==> src/vmba_pkg.sv <==
// ----------------------------------------------------------------------------
// vmba_pkg
// Shared types, codes and size decode for the video memory bump allocator.
// ----------------------------------------------------------------------------
package vmba_pkg;

  localparam int PointerBitsDef = 32;
  localparam int DimBits        = 12;
  localparam int PxBits         = 2 * DimBits;
  localparam int BaseBits       = 26;
  localparam int FmtBits        = 4;
  localparam int PageShift      = 11;
  localparam int BlockShift     = 6;
  localparam int PageWords      = 1 << PageShift;
  localparam int BlockWords     = 1 << BlockShift;

  typedef enum logic [1:0] {
    CMD_ALLOC_FRAME = 2'd0,
    CMD_ALLOC_TEX   = 2'd1,
    CMD_FREE_TEX    = 2'd2,
    CMD_FREE_ALL    = 2'd3
  } cmd_t;

  localparam logic [FmtBits-1:0] FMT_C32  = 4'd0;
  localparam logic [FmtBits-1:0] FMT_C24  = 4'd1;
  localparam logic [FmtBits-1:0] FMT_C16  = 4'd2;
  localparam logic [FmtBits-1:0] FMT_C16S = 4'd3;
  localparam logic [FmtBits-1:0] FMT_T8   = 4'd4;
  localparam logic [FmtBits-1:0] FMT_T4   = 4'd5;
  localparam logic [FmtBits-1:0] FMT_T8H  = 4'd6;
  localparam logic [FmtBits-1:0] FMT_T4HH = 4'd7;
  localparam logic [FmtBits-1:0] FMT_T4HL = 4'd8;
  localparam logic [FmtBits-1:0] FMT_Z32  = 4'd9;
  localparam logic [FmtBits-1:0] FMT_Z24  = 4'd10;
  localparam logic [FmtBits-1:0] FMT_Z16  = 4'd11;

  typedef struct packed {
    logic              ok;
    logic [PxBits-1:0] words;
  } size_t;

  function automatic size_t image_words(input logic [PxBits-1:0] px,
                                        input logic [FmtBits-1:0] fmt,
                                        input logic frame);
    size_t s;
    s.ok    = 1'b1;
    s.words = px;
    case (fmt) inside
      FMT_C32, FMT_C24, FMT_T8H, FMT_T4HH, FMT_T4HL: s.words = px;
      FMT_Z32, FMT_Z24: begin
        s.words = px;
        s.ok    = frame;
      end
      FMT_C16, FMT_C16S: s.words = px >> 1;
      FMT_Z16: begin
        s.words = px >> 1;
        s.ok    = frame;
      end
      FMT_T8: s.words = px >> 2;
      FMT_T4: s.words = px >> 3;
      default: s.ok = 1'b0;
    endcase
    return s;
  endfunction

endpackage

==> src/video_memory_bump_allocator_unit.sv <==
// ----------------------------------------------------------------------------
// video_memory_bump_allocator_unit
// Linear video-memory allocator: frame pages, texture blocks, rewinds.
// ----------------------------------------------------------------------------
//  channel | ports                                          | dir
//  --------+------------------------------------------------+----
//  in      | in_valid in_stall in_cmd in_width in_height    | in
//          | in_pixel_format                                |
//  out     | out_valid out_stall out_base_index out_status  | out
//
//  One word per cycle unless a held result stalls the input; the result shows in the cycle after acceptance.
//  Pointers update at the acceptance edge, so requests chain back to back.
//  in_stall is high only while a held result is stalled at the output.
//  Reset clears both pointers and the output valid.
// ----------------------------------------------------------------------------
module video_memory_bump_allocator_unit
  import vmba_pkg::*;
#(
  parameter int POINTER_BITS = PointerBitsDef
) (
  input  logic                clk,
  input  logic                rst_n,
  input  logic                in_valid,
  output logic                in_stall,
  input  logic [1:0]          in_cmd,
  input  logic [DimBits-1:0]  in_width,
  input  logic [DimBits-1:0]  in_height,
  input  logic [FmtBits-1:0]  in_pixel_format,
  output logic                out_valid,
  input  logic                out_stall,
  output logic [BaseBits-1:0] out_base_index,
  output logic                out_status
);

  localparam int SumBits = (POINTER_BITS > PxBits) ? POINTER_BITS : PxBits;

  logic [POINTER_BITS-1:0] free_r, free_nxt;
  logic [POINTER_BITS-1:0] tex_r, tex_nxt;
  logic                    out_valid_r, out_valid_nxt;
  logic [BaseBits-1:0]     base_r, base_nxt;
  logic                    status_r, status_nxt;

  logic                    accept;
  logic                    frame;
  logic [PxBits-1:0]       px;
  size_t                   sz;
  logic [POINTER_BITS-1:0] page_al, blk_al, al;
  logic [SumBits-1:0]      sum;
  cmd_t                    cmd;

  assign in_stall = out_valid_r & out_stall;
  assign accept   = in_valid & ~in_stall;
  assign cmd      = cmd_t'(in_cmd);
  assign frame    = (cmd == CMD_ALLOC_FRAME);

  assign px      = PxBits'(in_width) * PxBits'(in_height);
  assign sz      = image_words(px, in_pixel_format, frame);
  assign page_al = (free_r + POINTER_BITS'(PageWords - 1)) & ~POINTER_BITS'(PageWords - 1);
  assign blk_al  = (free_r + POINTER_BITS'(BlockWords - 1)) & ~POINTER_BITS'(BlockWords - 1);
  assign al      = frame ? page_al : blk_al;
  assign sum     = SumBits'(al) + SumBits'(sz.words);

  always_comb begin
    free_nxt   = free_r;
    tex_nxt    = tex_r;
    base_nxt   = '0;
    status_nxt = 1'b0;
    case (cmd)
      CMD_ALLOC_FRAME, CMD_ALLOC_TEX: begin
        if (!sz.ok) begin
          status_nxt = 1'b1;
        end else begin
          base_nxt = frame ? BaseBits'(al >> PageShift) : BaseBits'(al >> BlockShift);
          free_nxt = sum[POINTER_BITS-1:0];
          if (frame) begin
            tex_nxt = sum[POINTER_BITS-1:0];
          end
        end
      end
      CMD_FREE_TEX: free_nxt = tex_r;
      CMD_FREE_ALL: begin
        free_nxt = '0;
        tex_nxt  = '0;
      end
      default: ;
    endcase
  end

  assign out_valid_nxt = accept | in_stall;

  always_ff @(posedge clk) begin
    if (!rst_n) begin
      free_r      <= '0;
      tex_r       <= '0;
      out_valid_r <= 1'b0;
    end else begin
      out_valid_r <= out_valid_nxt;
      if (accept) begin
        free_r <= free_nxt;
        tex_r  <= tex_nxt;
      end
    end
  end

  always_ff @(posedge clk) begin
    if (accept) begin
      base_r   <= base_nxt;
      status_r <= status_nxt;
    end
  end

  assign out_valid      = out_valid_r;
  assign out_base_index = base_r;
  assign out_status     = status_r;

endmodule

==> config.mk <==
export PLATFORM = sky130hd
export DESIGN_NAME = video_memory_bump_allocator_unit
export DESIGN_NICKNAME = d
export VERILOG_FILES = /design/src/vmba_pkg.sv /design/src/video_memory_bump_allocator_unit.sv
export SDC_FILE = /design/constraint.sdc
export NUM_CORES = 1
export LEC_CHECK = 0
export ABC_AREA = 0
export ABC_CLOCK_PERIOD_IN_PS = 18900
export BUFFER_PORTS_ARGS = -buffer_cell sky130_fd_sc_hd__buf_4
export CORE_ASPECT_RATIO = 0.7
export CORE_UTILIZATION = 40
export DETAILED_ROUTE_END_ITERATION = 7
export GPL_ROUTABILITY_DRIVEN = 0
export SLEW_MARGIN = 20
export SYNTH_ARGS = -nofsm -noshare
export SYNTH_HDL_FRONTEND = slang
export SYNTH_SLANG_ARGS = --single-unit
==> constraint.sdc <==
create_clock -name clk -period 18.9 [get_ports clk]
set_input_delay 2.835 -clock clk [delete_from_list [all_inputs] [get_ports clk]]
set_output_delay 2.835 -clock clk [all_outputs]
set_load 0.1 [all_outputs]
## Yosys cells after proc, flatten, opt, wreduce, memory -nomap -nowiden

Index checks and enable logic that the tools add are counted.

| cells by class | value |
|---|---|
| mux-type cells | 20 |
| equality and inequality tests | 16 |
| multipliers | 1 |
| bitwise gates (word level) | 6 |
| reductions and logical operators | 11 |
| add/sub/neg operators | 3 |

Operators by type and width:

| cell | number |
|---|---|
| 24-bit 2-to-1 mux | 6 |
| 32-bit 2-to-1 mux | 4 |
| 32-bit one-hot mux with 3 select lines | 1 |
| 32-bit one-hot mux with 2 select lines | 1 |
| 32-bit by 11-bit adder with 32-bit output, second input constant | 1 |
| 32-bit by 24-bit adder with 32-bit output | 1 |
| 32-bit by 6-bit adder with 32-bit output, second input constant | 1 |
| 12-bit by 12-bit multiplier with 24-bit output | 1 |
| 21-bit 2-to-1 mux | 1 |
| 4-bit by 3-bit equality test with 1-bit output, second input constant | 4 |
| 4-bit equality test, second input constant | 4 |
| 4-bit by 2-bit equality test with 1-bit output, second input constant | 2 |
| 1-bit 2-to-1 mux | 7 |
| 2-bit OR reduction | 3 |
| 5-bit OR reduction | 1 |
| 2-bit equality test, second input constant | 2 |
| 4-bit by 1-bit equality test with 1-bit output, second input constant | 1 |
| 4-bit zero test | 1 |
| 2-bit != test, second input constant | 2 |
| 2-bit AND reduction | 2 |
| 4-bit AND reduction | 1 |
| 1-bit inverter | 3 |
| 3-bit OR reduction | 1 |
| 1-bit AND | 2 |
| other kinds (4) | 4 |

| word-level totals | value |
|---|---|
| input bits | 34 |
| word-level logic and storage cells | 63 |
| output and inout bits | 29 |
| register bits after elaboration | 92 |

## Logic depth before layout (Yosys ltp)

| depth | value |
|---|---|
| depth in word-level cells | 11 |
| depth in mapped cells | 33 |

## Worst setup path after synthesis

No wires, ideal clock.

| timing | value |
|---|---|
| path kind | input to register |
| start | input in_width[2] |
| end | register free_r[26] |
| slack | 8.835 ns |
| buffers on the path | 2 |
| cell stages on the path | 29 |
| data arrival time | 9.942 ns |
| data required time | 18.777 ns |
| cell sequence | clkbuf_1 > and2_1 > fa_1 > fa_1 > fa_1 > fa_1 > inv_1 > fa_1 > inv_1 > ha_1 > clkbuf_1 > nand3_1 > or4_1 > o21ai_1 > a21o_1 > a21oi_1 > xnor2_1 > o221ai_1 > o21ai_1 > ha_1 > a21o_1 > a21o_1 > a21o_1 > a21o_1 > a221oi_1 > nor3b_1 > xnor2_1 > a221oi_1 > nor2_1 |

| between the ends | value |
|---|---|
| word-level cells in the longest chain between the ends | 10 |

RTL lines:

| what | RTL line | RTL |
|---|---|---|
| start, declared | video_memory_bump_allocator_unit.sv:26 | `input logic [DimBits-1:0] in_width,` |
| 12-bit by 12-bit multiplier with 24-bit output * | video_memory_bump_allocator_unit.sv:56 | `assign px = PxBits'(in_width) * PxBits'(in_height);` |
| 24-bit 2-to-1 mux (5 in series) | vmba_pkg.sv:48 | `case (fmt) inside` |
| 24-bit 2-to-1 mux * | vmba_pkg.sv:48 |  |
| 32-bit by 24-bit adder with 32-bit output * | video_memory_bump_allocator_unit.sv:61 | `assign sum = SumBits'(al) + SumBits'(sz.words);` |
| 32-bit 2-to-1 mux * | video_memory_bump_allocator_unit.sv:70 | `if (!sz.ok) begin` |
| 32-bit one-hot mux with 3 select lines * | video_memory_bump_allocator_unit.sv:68 | `case (cmd)` |
| end signal, assigned | video_memory_bump_allocator_unit.sv:99 | `free_r <= free_nxt;` |
| end, declared | video_memory_bump_allocator_unit.sv:37 | `logic [POINTER_BITS-1:0] free_r, free_nxt;` |

Mark *: on every way between the ends. The rest lies on a longest branch, timed or not. The select of a mux whose other input is x is not followed.
A chain may end at the register's enable or synchronous reset.

## Worst setup path after layout

| timing | value |
|---|---|
| start | input in_height[11] |
| end | register free_r[29] |

| between the ends | value |
|---|---|
| word-level cells in the longest chain between the ends | 10 |

RTL lines:

| what | RTL line | RTL |
|---|---|---|
| start, declared | video_memory_bump_allocator_unit.sv:27 | `input logic [DimBits-1:0] in_height,` |
| 12-bit by 12-bit multiplier with 24-bit output * | video_memory_bump_allocator_unit.sv:56 |  |
| 24-bit 2-to-1 mux (5 in series) | vmba_pkg.sv:48 |  |
| 24-bit 2-to-1 mux * | vmba_pkg.sv:48 |  |
| 32-bit by 24-bit adder with 32-bit output * | video_memory_bump_allocator_unit.sv:61 |  |
| 32-bit 2-to-1 mux * | video_memory_bump_allocator_unit.sv:70 |  |
| 32-bit one-hot mux with 3 select lines * | video_memory_bump_allocator_unit.sv:68 |  |

Marked as above.

==> summary.md <==
| Metric | Value |
|---|---|
| Vias in the first global route | `8,713` |
| CTS Buffer Depth | `2` |
| CTS Buf Count | `9` |
| Setup TNS | `0 ns` |
| All-layer global routing usage | `21.2%` |
| Final hold violation count | `0` |
| Min Tclk post-route | `10.48 ns` |
| Number of I/O pins | `63` |
| Leak Pwr | `5.23 nW` |
| Worst-skew pair later-pin latency | `0.35 ns` |
| Post-DP HPWL | `21,600 um` |
| Met3 usage | `4.56%` |
| Share of cells above drive strength 1 | `7.42%` |
| Core area | `0.0258 mm2` |
| Global-route wire length before repair | `45,900 um` |
| PortBufs | `62` |
| Asr flop ratio synth | `0%` |
| Worst Setup Start Kind | `input port` |
| Largest net degree at the start of global routing | `52` |
| Busiest grt layer | `met1` |
| Instance area at placement | `0.0113 mm2` |
| RSZ-0062 raised after global routing | `no` |
| Max FO, Critical Path | `12` |
| Setup Buffers After CTS | `0` |
| Root buf cell | `clkbuf_16` |
| Die area | `0.0271 mm2` |
| Max_slew headroom | `25.4%` |
| Initial Utilization | `41.0%` |
| Critical path arrival | `10.71 ns` |
| Reg clk slew, reported paths | `0.07 ns` |
| H-tree depth | `3` |
| Post-cts resize count | `0` |
| Worst slew pin tran | `1.11 ns` |
| DR vias | `9,132` |
| Drt first pass iters | `6` |
| Initial antenna violation count | `0` |
| Main synth FF type | `dfxtp_1` |
| Status | `completed` |
| Critical path endpoint category | `flop` |
| Worst VDD drop | `0.133 mV` |
| Yosys reg bits | `92` |
| DRT iter0 DRCs | `778` |
| Share of the yosys chip area belonging to registers | `20.0%` |
| Commonest non-fill, non-tap cell in the layout | `inv_1` |
| Die Wd | `196 um` |
| Fillers | `2,590` |
| Final Max Tran Viols | `0` |
| CTS sink count | `92` |
| Total wire length | `27,600 um` |
| PD cells | `181 mW/mm2` |
| Congestion Overflow GR | `0` |
| # setup viols final | `0` |
| # DRC | `0` |
| Netlist cell types | `66` |
| CTS tree | `yes` |
| Worst Path Required | `19.13 ns` |
| Final period util | `55.5%` |
| Post-route cell area | `0.0116 mm2` |
| Max-cap viol count | `0` |
| Row count | `49` |
| Reg2reg setup slack | `13.62 ns` |
| Mapped Cells | `1,280` |
| Vias per inst | `5.53` |
| Most frequent CP cell | `fa_1` |
| Worst Hold Class | `flop to flop` |
| Antenna Cells | `0` |
| Die Y | `138 um` |
| GRT met1 Usage | `33.6%` |
| Area delta synth->final | `9.25%` |
| Syn Std Cell Area | `0.0106 mm2` |
| Post-synth net total | `1,499` |
| Ys Warns | `0` |
| Hold-fix buffers, CTS | `0` |
| Fin nets | `1,508` |
| Post-synth EDFFs | `27` |
| GR Util met2 | `29.6%` |
| Most frequent cells in the layout | `147 x inv_1, 146 x nand2_1, 101 x fa_1, 97 x nor2_1, 83 x ha_1` |
| F_max | `0.0954 GHz` |
| Syn avg cell area | `8.26 um2` |
| Crit Path Category | `input port to flop` |
| Pwr Total | `2.09 mW` |
| Crit path largest cell delay | `0.55 ns` |
| Layout Skew | `0.00638 ns` |
| Antenna-violating nets left | `0` |
| Drt wl/cell | `16.7 um` |
| CP max stage cell | `fa_1` |
## through the flow
stage	cells	worst slack [ns]	hold slack, ns	util [%]
finish	1650	8.42	0.456	44.8
global route	1650	7.88	0.477	44.8
detailed placement	1635	8.18	0.448	43.7
global placement	1635	8.35	0.442	43.7
CTS	1650	8.53	0.457	44.8
floorplan	1280	8.84	0.436	-
## worst paths after layout
check	from	end	cells past startpoint
worst max-delay path	in_height[11]	free_r[29]	29
worst min-delay path	tex_r[2]	tex_r[2]	2
worst max register to register	free_r[2]	free_r[26]	17
worst min register to register	tex_r[2]	tex_r[2]	2
## cell type report
cell class	count	area (um2)	share of cell area [%]
sequential	92	2110	18.3
multi-input combinational	967	7640	66.1
inverter	148	556	4.81
tap	357	447	3.87
clock buffer	11	243	2.10
clock inverter	4	26.3	0.227
timing repair buffer	71	533	4.61
## per-layer routing
layer / wire, um / up-vias / share of wire (%)
li1: - / 4361 / -
met1: 13800 / 4417 / 50
met2: 11000 / 341 / 40
met3: 2660 / 13 / 9.7
met4: 133 / 0 / 0.48
met5: 0 / - / 0
## cells in the mapped netlist, drive strengths merged (24+ instances only)
cell | count | area, um2
a211oi | 24 | 185
a21oi | 79 | 395
and2 | 73 | 457
clkbuf | 69 | 259
dfxtp | 65 | 1300
edfxtp | 27 | 811
fa | 101 | 2020
ha | 84 | 1050
inv | 147 | 552
nand2 | 146 | 548
nor2 | 97 | 364
nor3 | 26 | 141
o21ai | 55 | 275
xnor2 | 30 | 263
xor2 | 36 | 315
## where the power goes
part	switching (mW)	internal (mW)	total (mW)
Sequential	0.0257	0.238	0.264
Clock	0.0774	0.0919	0.169
Combinational	1.02	0.629	1.65
## state kept, by name, indices dropped and copies added (netlist names)
register,count
out_base_index,26
out_status,1
tex_r,32
out_valid,1
free_r,32
## critical path: cells and delay by family
kind / cells / cell delay (ns)
AND/OR/NAND/NOR: 6 / 0.93
buffers and inverters: 3 / 0.26
XOR/XNOR: 2 / 0.56
AO/OA/AOI/OAI: 11 / 2.72
adder cells (fa/ha/maj): 7 / 3.41
## kinds of logic after synthesis
family / count (synthesis) / synth area share [%]
and+or+nand+nor: 416 / 18.8
DFF: 92 / 20.0
AOI/OAI and AO/OA: 293 / 18.2
buffers and inverters: 221 / 7.85
xor gates and xnor gates: 66 / 5.46
adders and majority gates: 185 / 29.1
muxes: 7 / 0.710
No activity file was read; power rests on OpenSTA's default activity.
